### src/rtl/cslf_pkg.sv
// cslf_pkg: shared types and constants for the cache set with LRU/FIFO replacement.
// No dependencies.
`timescale 1ns / 1ps

package cslf_pkg;

    localparam int TAG_W  = 32;
    localparam int TIME_W = 64;
    localparam int AGE_W  = 32;

    localparam logic [1:0] REQ_LOOKUP  = 2'd0;
    localparam logic [1:0] REQ_PROBE   = 2'd1;
    localparam logic [1:0] REQ_FILL    = 2'd2;
    localparam logic [1:0] REQ_UNKNOWN = 2'd3;

    localparam logic POL_LRU  = 1'b0;
    localparam logic POL_FIFO = 1'b1;

    localparam logic CFG_WAYS_IN_USE = 1'b0;
    localparam logic CFG_POLICY      = 1'b1;

    localparam logic [AGE_W-1:0] AGE_MAX = {AGE_W{1'b1}};

    // one result transfer, hit in the lowest bit
    typedef struct packed {
        logic       set_full;
        logic [2:0] fill_way;
        logic       evicted;
        logic [2:0] hit_way;
        logic       hit;
    } result_t;

endpackage

### src/rtl/cache_set_lru_fifo.sv
// cache_set_lru_fifo: cache set with LRU/FIFO replacement, shared compare unit; uses cslf_pkg.
// Flow: a request is accepted in idle, its occupied ways are read in turn, one way read
//   per cycle with each read registered before the compare, and the result is written back;
//   unscanned requests (LRU fill of a free way, empty set, unknown request) skip the reads.
//   One request at a time: none is accepted before write-back; a held result stalls write-back.
// Reset: async active low; clears occupancy, loads ways_in_use = 8 and LRU, no memory clear.
`timescale 1ns / 1ps

module cache_set_lru_fifo
    import cslf_pkg::*;
#(
    parameter int MAX_WAYS = 8
)
(
    input  logic         clk,
    input  logic         rst_n,
    input  logic         cfg_we,
    input  logic         cfg_index,
    input  logic [3:0]   cfg_wdata,
    input  logic         s_axis_tvalid,
    output logic         s_axis_tready,
    input  logic [95:0]  s_axis_tdata,   // tag[31:0], access_time[95:32]
    input  logic [1:0]   s_axis_tuser,   // req_type[1:0]
    output logic         m_axis_tvalid,
    input  logic         m_axis_tready,
    output logic [15:0]  m_axis_tdata    // hit, hit_way[3:1], evicted, fill_way[7:5], set_full
);

    localparam int OCCW = $clog2(MAX_WAYS + 1);
    localparam int IDXW = (MAX_WAYS > 1) ? $clog2(MAX_WAYS) : 1;
    localparam int CW   = (OCCW > 4) ? OCCW : 4;
    localparam logic [CW-1:0] MAXW = CW'(MAX_WAYS);

    localparam logic [1:0] S_IDLE  = 2'd0;
    localparam logic [1:0] S_SCAN  = 2'd1;
    localparam logic [1:0] S_WRITE = 2'd2;

    logic [TAG_W-1:0]  tag_mem   [MAX_WAYS];
    logic [TIME_W-1:0] stamp_mem [MAX_WAYS];
    logic [AGE_W-1:0]  age_mem   [MAX_WAYS];

    logic [1:0]        state_reg, state_next;
    logic [3:0]        ways_reg;
    logic              policy_reg;
    logic [OCCW-1:0]   occ_reg;
    logic [1:0]        req_reg;
    logic [TAG_W-1:0]  tag_reg;
    logic [TIME_W-1:0] time_reg;
    logic              full_reg;
    logic [OCCW-1:0]   idx_reg;
    logic              dv_reg;
    logic [IDXW-1:0]   didx_reg;
    logic [TAG_W-1:0]  rd_tag_reg;
    logic [TIME_W-1:0] rd_stamp_reg;
    logic [AGE_W-1:0]  rd_age_reg;
    logic              found_reg;
    logic [IDXW-1:0]   found_way_reg;
    logic [TIME_W-1:0] best_key_reg;
    logic [IDXW-1:0]   best_way_reg;
    logic              out_valid_reg;
    result_t           result_reg;

    logic [CW-1:0]     eff_ways;
    logic              in_xfer;
    logic              out_free;
    logic              rd_en;
    logic              last_data;
    logic              is_fill;
    logic [AGE_W-1:0]  aged;
    logic [TIME_W-1:0] key_cur;
    logic              key_less;
    logic              do_write;
    logic [IDXW-1:0]   pick;
    logic [OCCW-1:0]   occ_after;
    logic              skip_scan;
    logic [1:0]        in_req;
    logic              in_full;

    logic              tag_we;
    logic              stamp_we;
    logic [IDXW-1:0]   stamp_addr;
    logic              age_we;
    logic [IDXW-1:0]   age_addr;
    logic [AGE_W-1:0]  age_wdata;

    always_comb
    begin
        if (ways_reg == 4'd0)
        begin
            eff_ways = CW'(1);
        end
        else if (CW'(ways_reg) > MAXW)
        begin
            eff_ways = MAXW;
        end
        else
        begin
            eff_ways = CW'(ways_reg);
        end
    end

    assign s_axis_tready = (state_reg == S_IDLE);
    assign in_xfer       = s_axis_tvalid && s_axis_tready;
    assign out_free      = !out_valid_reg || m_axis_tready;
    assign in_req        = s_axis_tuser;
    assign in_full       = CW'(occ_reg) >= eff_ways;
    assign skip_scan     = (occ_reg == OCCW'(0)) || (in_req == REQ_UNKNOWN)
                        || ((in_req == REQ_FILL) && !in_full && (policy_reg == POL_LRU));

    assign is_fill   = (req_reg == REQ_FILL);
    assign rd_en     = (state_reg == S_SCAN) && (idx_reg < occ_reg);
    assign last_data = dv_reg && ((OCCW'(didx_reg) + OCCW'(1)) == occ_reg);

    // shared compare unit: minimum stamp for LRU, maximum aged load age for FIFO
    assign aged     = (rd_age_reg == AGE_MAX) ? rd_age_reg : rd_age_reg + AGE_W'(1);
    assign key_cur  = (policy_reg == POL_FIFO) ? {{(TIME_W-AGE_W){1'b1}}, ~aged}
                                               : rd_stamp_reg;
    assign key_less = key_cur < best_key_reg;

    assign do_write  = (state_reg == S_WRITE) && out_free;
    assign pick      = full_reg ? best_way_reg : occ_reg[IDXW-1:0];
    assign occ_after = (is_fill && !full_reg) ? occ_reg + OCCW'(1) : occ_reg;

    assign tag_we     = do_write && is_fill;
    assign stamp_we   = do_write && (is_fill || ((req_reg == REQ_LOOKUP) && found_reg));
    assign stamp_addr = is_fill ? pick : found_way_reg;
    assign age_we     = (do_write && is_fill)
                     || (dv_reg && is_fill && (policy_reg == POL_FIFO));
    assign age_addr   = (state_reg == S_WRITE) ? pick : didx_reg;
    assign age_wdata  = (state_reg == S_WRITE) ? AGE_W'(0) : aged;

    always_comb
    begin
        state_next = state_reg;
        unique case (state_reg)
            S_IDLE:
            begin
                if (in_xfer)
                begin
                    state_next = skip_scan ? S_WRITE : S_SCAN;
                end
            end
            S_SCAN:
            begin
                if (last_data)
                begin
                    state_next = S_WRITE;
                end
            end
            S_WRITE:
            begin
                if (out_free)
                begin
                    state_next = S_IDLE;
                end
            end
            default:
            begin
                state_next = S_IDLE;
            end
        endcase
    end

    always_ff @(posedge clk or negedge rst_n)
    begin
        if (!rst_n)
        begin
            state_reg     <= S_IDLE;
            ways_reg      <= 4'd8;
            policy_reg    <= POL_LRU;
            occ_reg       <= '0;
            idx_reg       <= '0;
            dv_reg        <= 1'b0;
            found_reg     <= 1'b0;
            out_valid_reg <= 1'b0;
        end
        else
        begin
            state_reg <= state_next;
            if (cfg_we)
            begin
                if (cfg_index == CFG_WAYS_IN_USE)
                begin
                    ways_reg <= cfg_wdata;
                end
                else
                begin
                    policy_reg <= cfg_wdata[0];
                end
            end
            if (in_xfer)
            begin
                idx_reg   <= '0;
                found_reg <= 1'b0;
            end
            else if (rd_en)
            begin
                idx_reg <= idx_reg + OCCW'(1);
            end
            dv_reg <= rd_en;
            if (dv_reg && !found_reg && (rd_tag_reg == tag_reg))
            begin
                found_reg <= 1'b1;
            end
            if (do_write)
            begin
                occ_reg       <= occ_after;
                out_valid_reg <= 1'b1;
            end
            else if (m_axis_tready)
            begin
                out_valid_reg <= 1'b0;
            end
        end
    end

    always_ff @(posedge clk)
    begin
        if (in_xfer)
        begin
            req_reg  <= in_req;
            tag_reg  <= s_axis_tdata[31:0];
            time_reg <= s_axis_tdata[95:32];
            full_reg <= in_full;
        end
        if (rd_en)
        begin
            didx_reg     <= idx_reg[IDXW-1:0];
            rd_tag_reg   <= tag_mem[idx_reg[IDXW-1:0]];
            rd_stamp_reg <= stamp_mem[idx_reg[IDXW-1:0]];
            rd_age_reg   <= age_mem[idx_reg[IDXW-1:0]];
        end
        if (dv_reg && !found_reg && (rd_tag_reg == tag_reg))
        begin
            found_way_reg <= didx_reg;
        end
        if (dv_reg && ((didx_reg == IDXW'(0)) || key_less))
        begin
            best_key_reg <= key_cur;
            best_way_reg <= didx_reg;
        end
        if (do_write)
        begin
            result_reg.hit      <= (req_reg == REQ_LOOKUP || req_reg == REQ_PROBE)
                                   && found_reg;
            result_reg.hit_way  <= ((req_reg == REQ_LOOKUP || req_reg == REQ_PROBE)
                                   && found_reg) ? 3'(found_way_reg) : 3'd0;
            result_reg.evicted  <= is_fill && full_reg;
            result_reg.fill_way <= is_fill ? 3'(pick) : 3'd0;
            result_reg.set_full <= CW'(occ_after) >= eff_ways;
        end
    end

    always_ff @(posedge clk)
    begin
        if (tag_we)
        begin
            tag_mem[pick] <= tag_reg;
        end
    end

    always_ff @(posedge clk)
    begin
        if (stamp_we)
        begin
            stamp_mem[stamp_addr] <= time_reg;
        end
    end

    always_ff @(posedge clk)
    begin
        if (age_we)
        begin
            age_mem[age_addr] <= age_wdata;
        end
    end

    assign m_axis_tvalid = out_valid_reg;
    assign m_axis_tdata  = {7'd0, result_reg};

`ifndef SYNTHESIS
    a_occ_step: assert property (@(posedge clk) disable iff (!rst_n)
        (occ_reg != $past(occ_reg)) |-> (occ_reg == $past(occ_reg) + OCCW'(1)))
        else $error("occupancy changed by other than one");

    a_result_from_write: assert property (@(posedge clk) disable iff (!rst_n)
        $rose(m_axis_tvalid) |-> ($past(state_reg) == S_WRITE))
        else $error("result appeared outside write-back");

    a_evict_full: assert property (@(posedge clk) disable iff (!rst_n)
        (m_axis_tvalid && m_axis_tdata[4]) |-> m_axis_tdata[8])
        else $error("eviction reported on a set that is not full");

    a_scan_bound: assert property (@(posedge clk) disable iff (!rst_n)
        dv_reg |-> (OCCW'(didx_reg) < occ_reg))
        else $error("scan read beyond occupied ways");
`endif

endmodule
### config.mk
export PLATFORM = sky130hd
export DESIGN_NAME = cache_set_lru_fifo
export DESIGN_NICKNAME = d
export VERILOG_FILES = /design/src/rtl/cslf_pkg.sv /design/src/rtl/cache_set_lru_fifo.sv
export SDC_FILE = /design/constraint.sdc
export NUM_CORES = 2
export LEC_CHECK = 0
export BUFFER_PORTS_ARGS = -buffer_cell sky130_fd_sc_hd__clkbuf_2
export CORE_MARGIN = 4
export CORE_UTILIZATION = 60
export CTS_CLUSTER_SIZE = 24
export DETAILED_ROUTE_END_ITERATION = 8
export PLACE_DENSITY = 0.81
export SETUP_SLACK_MARGIN = 0.3
export SLEW_MARGIN = 10
export SYNTH_ARGS = -nofsm -noshare
export SYNTH_HDL_FRONTEND = slang
export SYNTH_SLANG_ARGS = --single-unit
### constraint.sdc
create_clock -name clk -period 9.01 [get_ports clk]
set_input_delay 1.3515 -clock clk [delete_from_list [all_inputs] [get_ports clk]]
set_output_delay 1.3515 -clock clk [all_outputs]
set_load 0.01 [all_outputs]
==> summary.md <==
| Metric | Value |
|---|---|
| Die X | 304 um |
| Mean Syn Cell Area | 21.2 um^2 |
| Comb power frac | 0.012 |
| Finished layout cell area | 58900 um^2 |
| Seq/Total Area, Yosys | 0.771 |
| Num CTS Buffers | 130 |
| Worst Setup SP | rd_age_reg[26]$_DFFE_PP_ |
| Flops & latches, synth | 1351 |
| IO Port Bufs | between 100 and 150 |
| Vias | around 25000 |
| Status | finished clean |
| H-tree depth | 4 |
| # DRC | 0 |
| Most flop-heavy register | stamp_mem |
| Initial core utilization | 0.605 |
| Synthesized area | 52500 um^2 |
| I/O pin cnt | approximately 130 |
| YS warnings | 0 |
| Die height | about 300 um |
| HP Class | reg -> reg |
| Biggest regs | stamp_mem: 512 flops, age_mem: 256 flops, tag_mem: 256 flops |
| First-pass detailed-route iteration total | 5 |
| Seq pwr share | 0.553 |
| Dominant cell type by area after synthesis | edfxtp_1 |
| Crit share post-route | 0.628 |
| Worst skew pair latency | between 0.7 and 0.8 ns |
| Total power | 12.3 mW |
| Clk pwr share | 0.435 |
| Number of global-route vias before repair | 26200 |
| Sw Share | 0.190 |
| Routed wire length | 109000 um |
| Post-CTS Resized | 0 |
| Max reg flops | 512 |
| Drt first-iter violations | 2728 |
| Clock sink count | 1351 |
| R2R cell count | 14 |
| Row cnt | 108 |
| Global Route Usage Sum | 0.240 |
| Max_slew headroom | 0.151 |
| Final setup TNS | 0 ns |
| Largest net degree at the start of global routing | approximately 140 |
| Worst-path fanout max | 49 |
| Fin. max-slew vios | 0 |
| Area growth syn-to-layout | 12.1% |
| Die ar. | 92300 um^2 |
| Layout cells sized above 1 | 0.296 |
| Slew @ Worst Pin | 1.27 ns |
| Antenna violations before repair | 4 |
| Post-synth ARST share | 0.0133 |
| Final hold vios | 0 |
| Internal | 9.99 mW |
| Setup violations, final | 0 |
| R2R setup slack | 3.36 ns |
| Number of synthesized flops with an enable pin | 1333 |
| Clk buf depth | 3 |
| Clk slew on worst S/H paths | 0.06 ns |
| Placed Area | 54700 um^2 |
| Final Hold Slack | 0.516 ns |
| VDD IR-drop max | roughly 190 uV |
| Detailed Place HPWL | a little under 60000 um |
| Top cells by area, synth | edfxtp_1, mux4_2, mux2_2 |
| Avg WL per Cell | between 20 and 30 um |
| RSZ-0062 raised after global routing | false |
| Lkg Pwr | ~20 nW |
| Post-layout min period | 5.65 ns |
| Critical path launch point type | flop |
| Min-Delay Startpoint | rd_stamp_reg[53]$_DFFE_PP_ |
| Cell variety after synth | 57 |
| Setup crit end kind | flop |
| Hold_buf cts | 0 |
| Congestion Overflow GR | 0 |
| WHS Path Cells | 1 |
| Worst Hold Path EP | best_key_reg[53]$_DFFE_PP_ |
| Antenna Nets Post-Route | 0 |
| Final nets | 2869 |
| Max_cap viols | 0 |
| Fill count | 5099 |
| Crit Path Category | reg -> reg |
| First-pass GRT wire length | 166000 um |
| Pwr/cell area | 209 nW/um^2 |
| Core Region | 86800 um^2 |
| Gate Count Post-Synth | 2483 |
| Max Fclk | approximately 0.18 GHz |
| Post-CTS repair timing setup buffer count | 0 |
| Critical R2R Launch | rd_age_reg[26]$_DFFE_PP_ |
| Fin Clk Skew | 0.0269 ns |
| Routability-driven placement congestion ratio | 0.859 |
| CTS root buf | clkbuf_16 |
| Routed vias/inst | 6.29 |
| Top FF cell, synth | edfxtp_1 |
| CTS tree | yes |
| Finished Core Util | 0.679 |
| Yosys top cell area share | 0.762 |
| Reg2reg end | best_key_reg[48]$_DFFE_PP_ |
| Arr. time, crit path | 5.99 ns |
| NetSw | 2.35 mW |
| CP required | roughly 9.4 ns |
placed cells by master (no fill, tap or decap), types with 4 or more instances in the layout:
| master | count |
|---|---|
| inv_6 | 8 |
| and2_1 | 4 |
| inv_1 | 80 |
| and3_1 | 11 |
| conb_1 | 7 |
| clkbuf_2 | 118 |
| a21o_1 | 15 |
| mux2_2 | 163 |
| nor2_2 | 8 |
| nor4_1 | 11 |
| xnor2_1 | 46 |
| nand2b_1 | 7 |
| clkinv_1 | 31 |
| nor2_1 | 67 |
| and4_1 | 5 |
| bufinv_16 | 14 |
| mux4_2 | 256 |
| a21oi_1 | 25 |
| a31oi_1 | 6 |
| buf_4 | 36 |
| a211oi_1 | 4 |
| nand3_1 | 26 |
| edfxtp_1 | 1333 |
| xor2_1 | 26 |
| clkinv_2 | 13 |
| nor2_4 | 17 |
| nand2_1 | 41 |
| o21a_1 | 4 |
| dfrtp_1 | 13 |
| nor2b_1 | 8 |
| clkinv_8 | 5 |
| ha_1 | 80 |
| clkbuf_1 | 26 |
| or2_2 | 34 |
| o21ai_0 | 16 |
| nor3_1 | 11 |
| nand4_1 | 19 |
| clkbuf_16 | 132 |
layer usage:
metal	wire, um	GRT usage	share of wire	up-vias
li1	-	-	-	10500
met1	42300	0.334	0.39	12900
met2	54600	0.387	0.50	1251
met3	8890	0.0470	0.081	224
met4	3440	0.0857	0.031	2
met5	12	0	0.00011	-
worst max-delay path, cell delays in order (launching register included):
cell,delay (ns)
edfxtp_1,0.43
nand4_1,0.23
or4_1,0.73
o211a_1,0.41
nand3_1,0.15
xor2_1,0.10
mux2_2,0.29
ha_1,0.32
a2111oi_0,0.48
o221ai_1,0.20
o211a_1,0.21
nor4b_1,0.38
a2111oi_2,0.12
nor2_4,0.46
buf_4,0.71
layout make-up:
cell class	count	area, um^2	area share
clock inverter	75	788	0.0134
inverter	81	307	0.00521
multi-input combinational	960	11500	0.196
tap	1155	1450	0.0245
sequential	1351	40500	0.688
antenna	3	7.51	0.000127
clock buffer	158	3400	0.0577
timing repair buffer	157	921	0.0156
power groups by stage:
stage               clock [mW]  combinational, mW  sequential, mW
detailed placement           0              0.143            6.96
floorplan                    0             0.0923            6.95
CTS                       5.44              0.146            6.82
global route              5.74              0.163            6.82
finish                    5.37              0.146            6.82
global placement             0              0.137            6.96
how the worst max path moves through the flow:
| stage | to | slack (ns) | cells past startpoint |
|---|---|---|---|
| 5_1_grt | best_key_reg[48]$_DFFE_PP_ | 3.04 | 14 |
| 6_report | best_key_reg[48]$_DFFE_PP_ | 3.36 | 14 |
| 3_3_place_gp | best_key_reg[48]$_DFFE_PP_ | 3.66 | 14 |
| 2_1_floorplan | idx_reg[2]$_DFFE_PN0P_ | 1.38 | 7 |
| 3_5_place_dp | best_key_reg[48]$_DFFE_PP_ | 3.49 | 14 |
| 4_1_cts | best_key_reg[41]$_DFFE_PP_ | 3.44 | 14 |
cell families after synthesis:
family	share of synthesized area
buffers and inverters	0.0133
AND/OR/NAND/NOR	0.0270
flip-flops	0.771
multiplexers	0.145
other	0.0000714
AO/OA/AOI/OAI	0.0126
adder cells (fa/ha/maj)	0.0191
XOR/XNOR	0.0120
cell usage after synthesis, types with 15 or more instances:
master	count
nor2_1	92
ha_1	80
nand4_1	19
edfxtp_1	1333
nand3_1	26
dfrtp_1	17
inv_1	81
clkbuf_1	63
o21ai_0	16
a21o_1	15
a21oi_1	25
nand2_1	41
mux4_2	256
mux2_2	163
buf_1	25
xor2_1	26
or2_2	34
xnor2_1	46
through the flow:
stage          setup slack (ns)  std cells
2_1_floorplan              1.38       2489
3_3_place_gp               3.66       3704
3_5_place_dp               3.49       3704
4_1_cts                    3.44       3937
5_1_grt                    3.04       3940
6_report                   3.36       3940
Note: power is estimated with default switching activity, not from simulation.
